<file path="src/hdl/ipnc_pkg.sv">
// ipnc_pkg: shared types and constants for the ip name cache
// entry and result records, function and status codes, controller states
// no dependencies
package ipnc_pkg;

    localparam int KEY_W   = 16;
    localparam int ADDR_W  = 32;
    localparam int NAME_W  = 16;
    localparam int TTL_W   = 16;
    localparam int COUNT_W = 12;
    localparam logic [COUNT_W-1:0] COUNT_MAX = '1;

    typedef enum logic [1:0] {
        FN_INSERT = 2'd0,
        FN_LOOKUP = 2'd1,
        FN_TICK   = 2'd2
    } func_t;

    typedef enum logic [2:0] {
        ST_INSERTED = 3'd0,
        ST_UPDATED  = 3'd1,
        ST_FULL     = 3'd2,
        ST_HIT      = 3'd3,
        ST_MISS     = 3'd4,
        ST_TICK     = 3'd5
    } status_t;

    typedef enum logic [2:0] {
        S_CLEAR,
        S_IDLE,
        S_INDEX,
        S_READ,
        S_UPDATE,
        S_SWEEP,
        S_FLUSH
    } state_t;

    typedef struct packed {
        logic              valid;
        logic [ADDR_W-1:0] addr;
        logic [NAME_W-1:0] name;
        logic [TTL_W-1:0]  ttl;
    } entry_t;

    typedef struct packed {
        status_t           status;
        logic [NAME_W-1:0] name;
        logic [TTL_W-1:0]  ttl;
    } res_t;

endpackage

</file>
<file path="src/hdl/ipnc_bucket_map.sv">
// ipnc_bucket_map: two-stage key to bucket reduction, key mod BUCKETS
// reciprocal multiply then multiply-subtract for the remainder
// depends on ipnc_pkg
module ipnc_bucket_map #(
    parameter int BUCKETS = 512,
    parameter int BIDX_W  = 9
) (
    input  logic                         aclk,
    input  logic [ipnc_pkg::KEY_W-1:0]   key,
    output logic [BIDX_W-1:0]            bucket
);

    localparam logic [63:0] RECIP_W =
        ((64'd1 << 32) + 64'(BUCKETS) - 64'd1) / 64'(BUCKETS);
    localparam logic [31:0] RECIP = RECIP_W[31:0];
    localparam logic [16:0] BUCKETS_C = 17'(BUCKETS);

    logic [47:0]                  prod_reg;
    logic [ipnc_pkg::KEY_W-1:0]   key_d_reg;
    logic [BIDX_W-1:0]            bucket_reg;
    logic [15:0]                  quot;
    logic [32:0]                  qb;
    logic [32:0]                  rem_full;

    // quotient is exact for a 16 bit key with a rounded-up reciprocal
    assign quot     = prod_reg[47:32];
    assign qb       = 33'(quot) * 33'(BUCKETS_C);
    assign rem_full = 33'(key_d_reg) - qb;

    always_ff @(posedge aclk) begin
        prod_reg   <= 48'(key) * 48'(RECIP);
        key_d_reg  <= key;
        bucket_reg <= rem_full[BIDX_W-1:0];
    end

    assign bucket = bucket_reg;

endmodule

</file>
<file path="config.mk">
export PLATFORM = sky130hd
export DESIGN_NAME = ipnc_bucket_map
export DESIGN_NICKNAME = d
export VERILOG_FILES = /design/src/hdl/ipnc_pkg.sv /design/src/hdl/ipnc_bucket_map.sv
export SDC_FILE = /design/constraint.sdc
export NUM_CORES = 1
export LEC_CHECK = 0
export ABC_AREA = 1
export BUFFER_PORTS_ARGS = -buffer_cell sky130_fd_sc_hd__buf_2
export CORE_AREA = 10 10 47 49
export CTS_CLUSTER_SIZE = 8
export DETAILED_ROUTE_END_ITERATION = 7
export DIE_AREA = 0 0 57 59
export HOLD_SLACK_MARGIN = 0.06
export SLEW_MARGIN = 40
export SYNTH_ARGS = -nofsm -noshare
export SYNTH_HDL_FRONTEND = slang
export SYNTH_SLANG_ARGS = --single-unit
</file>
<file path="constraint.sdc">
create_clock -name aclk -period 0.8 [get_ports aclk]
set_input_delay 0.04 -clock aclk [delete_from_list [all_inputs] [get_ports aclk]]
set_output_delay 0.04 -clock aclk [all_outputs]
set_load 0.01 [all_outputs]
</file>
==> metrics <==
synthesized netlist cell count 18; post-synthesis net count 35; Worst Hold End bucket[8]$_DFF_P_; vias in the first global route 267; drt drc 0; Worst EP arrival 0.72 ns; largest net degree at the start of global routing 10; CP endpoint kind output pin; width of the chip 57 µm; IO Pins 26; vias 211; Iter 0 DRT Violations 2; flops & latches, synth 18; comb_multi_in 0; worst setup path class reg2out; P per Cell Area 2380 nW/µm²; CP bufs+invs 1; Fin. Hold Viols 0; row count 14; worst hold slack 0.324 ns; number of port buffers 18; crit-path max cell delay 0.32 ns; layout overhead on the synthesized area 70.5%; Reg2Reg Setup Slack 0.40 ns; synth top area cells dfxtp_1 (100%); worst-path fanout max 1; setup TNS 0 ns; grt total ovfl 0; period utilization 94.6%; GR Util All Layers 4.27%; final slew viol count 0; Synth cell types 1; Seq/Total Area, Yosys 100%; postcts setup bufs 0; first-pass GRT wire length 1110 µm; Synth top area share 100%; hold depth 0; clk buf depth 2; Worst-Skew Late Latency 0.27 ns; wire per inst 10.4 µm; leakage power 0.000283 µW; Reg2Reg Depth 0; yosys warns 0; worst path cell trace buf_2; n_diodes 0; RSZ-0062 raised after global routing true; initial core utilization 25.7%; hold crit path type reg2reg; status completed; Synth Area per Inst 20.0 µm²; maximum clock rate 1320 MHz; Slew HR 94.0%; layout cells sized above 1 54.2%; peak supply drop 1.21 mV; Core Util, Final 43.8%; Clock Tree Root clkbuf_4; HP Start prod_reg[31]$_DFF_P_; startpoint types register; htree depth 1; initial antenna violation count 0; core outline area 1400 µm²; Inserted Clock Buffers 3; Setup violations, final 0; area leader, netlist dfxtp_1; FF-to-FF End bucket[3]$_DFF_P_; Max Cap Viol 0; Reg2Reg Launch Point prod_reg[26]$_DFF_P_; clk_skew 0.00454 ns; slowest CP cell dfxtp_2; Synth Cell Area 360 µm²; die height 59 µm; Die ar. 3360 µm²; fin crit period 0.757 ns; CTS tree yes; Least-Margin Pin Slew 0.0903 ns; drt total wl 666 µm; area of the multi-input gates 0 µm²; CP top delay family flip-flops; Via density 3.30; Layout Nets 67; CP Data Required Time 0.76 ns; global placer's final weighted congestion 0.618; Sink Count 18; clock transition at the registers of the reported paths 0.09 ns; 1st-pass router iterations 2; Antenna Nets Post-Route 0
==> worst max-delay path by stage <==
stage,from,end,slack [ns],depth (start not counted)
after global routing,bucket[5]$_DFF_P_,bucket[5],-0.002,1
after floorplan,prod_reg[23]$_DFF_P_,bucket[0]$_DFF_P_,0.42,0
after detailed placement,bucket[1]$_DFF_P_,bucket[1],0.35,1
final,bucket[1]$_DFF_P_,bucket[1],0.04,1
after global placement,bucket[8]$_DFF_P_,bucket[8],0.35,1
after CTS,bucket[8]$_DFF_P_,bucket[8],0.03,1
==> per-stage QoR <==
step | instance area [µm²] | instances | power (µW) | setup WS (ns)
after floorplan | 360 | 18 | 987 | 0.420
after global placement | 470 | 52 | 1030 | 0.354
after detailed placement | 470 | 52 | 1030 | 0.345
after CTS | 583 | 64 | 1460 | 0.0329
after global routing | 614 | 64 | 1550 | -0.00188
final | 614 | 64 | 1460 | 0.0429
==> per-layer routing <==
| layer | share of wire [%] | track usage, % | wire length (µm) |
|---|---|---|---|
| met1 | 47 | 4.49 | 310 |
| met2 | 39 | 5.89 | 260 |
| met3 | 14 | 3.65 | 95 |
| met4 | 0 | 2.01 | 0 |
| met5 | 0 | 0 | 0 |
==> kinds of logic (layout without fill, tap and decap cells) <==
family | Yosys count | in the layout | share of synthesized area, %
flops | 18 | 18 | 100
buf+inv | 0 | 30 | 0
==> where the power goes <==
part / total (µW) / leakage, µW / switching (µW) / internal [µW]
Sequential: 957 / 0.000152 / 11.5 / 946
Combinational: 102 / 0.000117 / 31.1 / 70.9
Clock: 403 / 0.0000138 / 229 / 174
==> final cells by class <==
cell class / instances / area (µm²)
repair buffers: 27 / 205
clock buffers: 3 / 22.5
flip-flops and latches: 18 / 367
fillers: 133 / 787
well taps: 16 / 20.0
==> cell usage after synthesis <==
cell type	instances
dfxtp_1	18
==> placed cells by master (no fill, tap or decap) <==
cell,synthesis,final
dfxtp_1,18,13
dfxtp_2,0,5
buf_2,0,14
dlygate4sd3_1,0,9
buf_6,0,4
clkbuf_4,0,3
==> repair_timing <==
item | in CTS | in global routing
endpoints found under the hold margin | 9 | 0
gates resized for setup | 0 | 9
hold buffers | 9 | 0
setup endpoints to repair | 0 | 6
(Power assumes the default switching activity.)
