<file path="config.mk">
export PLATFORM = sky130hd
export DESIGN_NAME = ipnc_row_logic
export DESIGN_NICKNAME = d
export VERILOG_FILES = /design/src/hdl/ipnc_pkg.sv /design/src/hdl/ipnc_row_logic.sv
export SDC_FILE = /design/constraint.sdc
export NUM_CORES = 1
export LEC_CHECK = 0
export ABC_CLOCK_PERIOD_IN_PS = 2550
export BUFFER_PORTS_ARGS = -buffer_cell sky130_fd_sc_hd__clkbuf_2
export CAP_MARGIN = 0
export CORE_AREA = 4 4 243 245
export DETAILED_ROUTE_END_ITERATION = 12
export DIE_AREA = 0 0 247 249
export PLACE_DENSITY = 0.44
export SLEW_MARGIN = 20
export SYNTH_ARGS = -nofsm -noshare
export SYNTH_HDL_FRONTEND = slang
export SYNTH_SLANG_ARGS = --single-unit
</file>
<file path="constraint.sdc">
create_clock -name vclk -period 2.55
set_input_delay 0 -clock vclk [all_inputs]
set_output_delay 0 -clock vclk [all_outputs]
set_load 0.1 [all_outputs]
</file>
<file path="src/hdl/ipnc_pkg.sv">
// ipnc_pkg: shared types and constants for the ip name cache
// entry and result records, function and status codes, controller states
// no dependencies
package ipnc_pkg;

    localparam int KEY_W   = 16;
    localparam int ADDR_W  = 32;
    localparam int NAME_W  = 16;
    localparam int TTL_W   = 16;
    localparam int COUNT_W = 12;
    localparam logic [COUNT_W-1:0] COUNT_MAX = '1;

    typedef enum logic [1:0] {
        FN_INSERT = 2'd0,
        FN_LOOKUP = 2'd1,
        FN_TICK   = 2'd2
    } func_t;

    typedef enum logic [2:0] {
        ST_INSERTED = 3'd0,
        ST_UPDATED  = 3'd1,
        ST_FULL     = 3'd2,
        ST_HIT      = 3'd3,
        ST_MISS     = 3'd4,
        ST_TICK     = 3'd5
    } status_t;

    typedef enum logic [2:0] {
        S_CLEAR,
        S_IDLE,
        S_INDEX,
        S_READ,
        S_UPDATE,
        S_SWEEP,
        S_FLUSH
    } state_t;

    typedef struct packed {
        logic              valid;
        logic [ADDR_W-1:0] addr;
        logic [NAME_W-1:0] name;
        logic [TTL_W-1:0]  ttl;
    } entry_t;

    typedef struct packed {
        status_t           status;
        logic [NAME_W-1:0] name;
        logic [TTL_W-1:0]  ttl;
    } res_t;

endpackage

</file>
<file path="src/hdl/ipnc_row_logic.sv">
// ipnc_row_logic: modify one fetched bucket row for insert, lookup or aging
// way match, lowest free way, per-way ttl countdown
// depends on ipnc_pkg
module ipnc_row_logic #(
    parameter int WAYS  = 4,
    parameter int CNT_W = 3
) (
    input  ipnc_pkg::func_t                   func,
    input  logic [ipnc_pkg::ADDR_W-1:0]       ip_addr,
    input  logic [ipnc_pkg::NAME_W-1:0]       name_handle,
    input  logic [ipnc_pkg::TTL_W-1:0]        ttl_in,
    input  ipnc_pkg::entry_t [WAYS-1:0]       row_in,
    output ipnc_pkg::entry_t [WAYS-1:0]       row_out,
    output logic                              row_we,
    output ipnc_pkg::res_t                    res,
    output logic [CNT_W-1:0]                  freed
);

    localparam int WIDX_W = (WAYS > 1) ? $clog2(WAYS) : 1;

    logic              hit;
    logic [WIDX_W-1:0] hit_idx;
    logic              has_free;
    logic [WIDX_W-1:0] free_idx;
    logic [WAYS-1:0]   expire_mask;

    always_comb begin
        hit      = 1'b0;
        hit_idx  = '0;
        has_free = 1'b0;
        free_idx = '0;
        // descending so the lowest way wins
        for (int w = WAYS - 1; w >= 0; w--) begin
            if (row_in[w].valid && (row_in[w].addr == ip_addr)) begin
                hit     = 1'b1;
                hit_idx = WIDX_W'(w);
            end
            if (!row_in[w].valid) begin
                has_free = 1'b1;
                free_idx = WIDX_W'(w);
            end
        end
    end

    always_comb begin
        for (int w = 0; w < WAYS; w++) begin
            expire_mask[w] = row_in[w].valid && (row_in[w].ttl == '0);
        end
    end

    always_comb begin
        row_out    = row_in;
        row_we     = 1'b0;
        res.status = ipnc_pkg::ST_MISS;
        res.name   = '0;
        res.ttl    = '0;
        freed      = '0;
        case (func)
            ipnc_pkg::FN_INSERT: begin
                if (hit) begin
                    row_out[hit_idx].name = name_handle;
                    row_out[hit_idx].ttl  = ttl_in;
                    row_we                = 1'b1;
                    res.status            = ipnc_pkg::ST_UPDATED;
                end else if (has_free) begin
                    row_out[free_idx].valid = 1'b1;
                    row_out[free_idx].addr  = ip_addr;
                    row_out[free_idx].name  = name_handle;
                    row_out[free_idx].ttl   = ttl_in;
                    row_we                  = 1'b1;
                    res.status              = ipnc_pkg::ST_INSERTED;
                end else begin
                    res.status = ipnc_pkg::ST_FULL;
                end
            end
            ipnc_pkg::FN_LOOKUP: begin
                if (hit) begin
                    res.status = ipnc_pkg::ST_HIT;
                    res.name   = row_in[hit_idx].name;
                    res.ttl    = row_in[hit_idx].ttl;
                end
            end
            ipnc_pkg::FN_TICK: begin
                for (int w = 0; w < WAYS; w++) begin
                    if (expire_mask[w]) begin
                        row_out[w].valid = 1'b0;
                    end else if (row_in[w].valid) begin
                        row_out[w].ttl = row_in[w].ttl - 16'd1;
                    end
                end
                row_we     = 1'b1;
                res.status = ipnc_pkg::ST_TICK;
                freed      = CNT_W'($countones(expire_mask));
            end
            default: begin
                row_we = 1'b0;
            end
        endcase
    end

endmodule

</file>
==> impl_results.md <==
- MaxCap Viol Count: 0
- Startpoint types: primary input
- Top cell type's share of synthesized area: 14.5%
- Vert. Die Dim: 249 um
- CP Buf/Inv Count: 6
- Critical path arrival: 2.88 ns
- Failing checks: setup timing
- Hold Path Class: in -> out
- PD cells: 262 nW/um2
- Core box area: 57100 um2
- Setup tns final: -51.96 ns
- Gate Count Post-Synth: 1184
- Status: finished, violations left
- Worst-margin pin slew: 0.708 ns
- CP max stage delay: 0.43 ns
- Post-Syn Area: 8390 um2
- Final worst setup slack: -0.333 ns
- Pre-CTS WS: -0.516 ns
- Initial antenna violation count: 12
- Final ANT Viol Nets: 0
- Drt total wl: 81.0 mm
- Total track usage: 24.1%
- IO Port Bufs: 625
- FF/Latch Area: 0 um2
- FP Rows: 88
- Crit path required time: 2.55 ns
- Die W: 247 um
- Worst-path maximum fanout: 5
- DR vias/cell: ~4.9
- Die ar.: 61500 um2
- CP Capture Type: output pin
- Unrepaired setup endpoints after global routing: true
- Leak pwr: 0.0102 uW
- CP most frequent cell: buf_12
- VDD IR-drop max: around 200 uV
- Slowest CP cell: or3_4
- Slew Limit Fails: 0
- Fin crit share: 113%
- Drt initial violations: ~1100
- Tmin final: 2.88 ns
- Clk_buf instances: 0
- Final hold violation count: 0
- WS Path Type: in -> out
- Drt wl/cell: 28.1 um
- Syn Nets: about 1500
- Area growth, synth to finish: 178%
- Critical-path cell list: clkbuf_8, buf_4, xnor2_2, nand4_1, or3_1, or3_4, buf_8, nand4_4, nand2_2, or2_4, buf_12, buf_12, nor4_4, buf_12
- Seq_cells: 0
- Relative slew slack: between 50 and 60%
- Fmax: 347 MHz
- Starting Density: ~15%
- Register area share after synthesis: 0%
- Top Family by Delay on Critical Path: simple AND/OR/NAND/NOR gates
- DRC viols: 0
- Vias in the first global route: 14500
- Yosys cell types: 86
- Detailed Place HPWL: 68.1 mm
- Router iterations before antenna repair: 6
- Final core occ: 40.8%
- Via Count: ~14000
- Worst Hold Slack: 0.382 ns
- IO Count: 625
- Final #Nets: 2444
- Synth top area cells: mux2_2, xor2_1, nand2_1, mux2_4, nor2_1
- Final setup viols: 287
- Post-synth top area cell: mux2_2
- Final GP Congestion: 0.994
- Final instance area: between 20000 and 25000 um2
- Largest net degree at the start of global routing: 64
- Proportion of layout cells with a drive suffix above 1: slightly above 70%
- YS warnings: 0
- Post-placement cell area: 20100 um2
- First-pass GRT wire length: 109 mm
- Gr ovfl total: 0
- Mapped Avg Cell Area: 7.09 um2
- Hold-fix buffers, CTS: 0
-- worst paths after layout --
kind	startpoint	end	slack (ns)	cells past startpoint
setup / recovery	ip_addr[2]	res[4]	-0.33	14
hold / removal	row_in[81]	row_out[81]	0.38	4
-- logic make-up after synthesis --
family	count (synthesis)	synth area share, %
XOR/XNOR	133	13.9
AND/OR/NAND/NOR	536	33.8
adder cells (fa/ha/maj)	8	1.28
multiplexers	163	23.2
buffers and inverters	123	8.98
AO/OA/AOI/OAI	221	18.8
-- metal layers --
layer	global-route usage [%]	vias to the layer above	part of all wire, %	routed length (um)
met5	0	-	0.047	38
met4	7.65	6	4.3	3480
met3	5.18	150	7.9	6430
met2	45.5	767	52	42200
met1	26.5	6834	36	28900
li1	-	6228	-	-
-- cell usage after synthesis, types with 4 or more instances --
| cell type | instances |
|---|---|
| buf_6 | 20 |
| ha_1 | 7 |
| o22ai_1 | 19 |
| a22oi_1 | 7 |
| mux2_2 | 108 |
| o211ai_1 | 4 |
| a221o_1 | 4 |
| nand4b_1 | 8 |
| nand4_1 | 24 |
| nor4b_1 | 4 |
| a21oi_1 | 65 |
| nor2b_1 | 7 |
| or3_1 | 14 |
| o221a_2 | 18 |
| inv_1 | 16 |
| buf_2 | 44 |
| nor4_2 | 17 |
| xor2_1 | 98 |
| nand2b_1 | 4 |
| clkbuf_1 | 29 |
| o21ai_0 | 32 |
| nor2_1 | 114 |
| xnor2_1 | 35 |
| and3_1 | 8 |
| a222oi_1 | 16 |
| nand3_1 | 42 |
| and2_1 | 9 |
| buf_4 | 10 |
| mux2_4 | 30 |
| or4_1 | 16 |
| nor3_1 | 36 |
| a31oi_1 | 4 |
| nand2_1 | 153 |
| a211oi_1 | 7 |
| nor4_1 | 47 |
| mux2_1 | 24 |
| a211o_1 | 7 |
-- what timing repair did --
action / CTS / global route
setup buffers: 29 / 21
endpoints found under the setup margin: 295 / 292
pin swaps: 63 / 129
cloned: 8 / 11
resized for setup: 251 / 268
-- cell type report --
| cell class | instances | area, um2 |
|---|---|---|
| timing repair buffer | 1026 | 11800 |
| inverter | 17 | 67.6 |
| multi-input combinational | 1065 | 10500 |
| tap | 765 | 957 |
| fill | 5561 | 33800 |
| antenna | 7 | 17.5 |
-- power breakdown --
part / internal, uW / total [uW] / switching (uW)
registers: 0 / 0 / 0
clock network: 0.000369 / 0.000369 / 0
logic: 2290 / 6110 / 3820
-- stage by stage --
stage	total power [uW]	cells
3_3_place_gp	5640	2809
5_1_grt	6260	2876
4_1_cts	5900	2844
6_report	6110	2880
2_1_floorplan	3090	1184
3_5_place_dp	5640	2809
-- cells in the final DEF (no fill, tap or decap), types with 30 or more instances in the layout --
master,count
xor2_1,42
buf_4,296
mux2_2,49
nand3_1,36
nor3_1,30
nor2_1,95
buf_6,58
xor2_2,30
nand2_2,32
nand2_1,105
clkbuf_2,291
a21oi_4,34
mux2_4,113
buf_12,337
No activity file was read; power rests on OpenSTA's default activity.
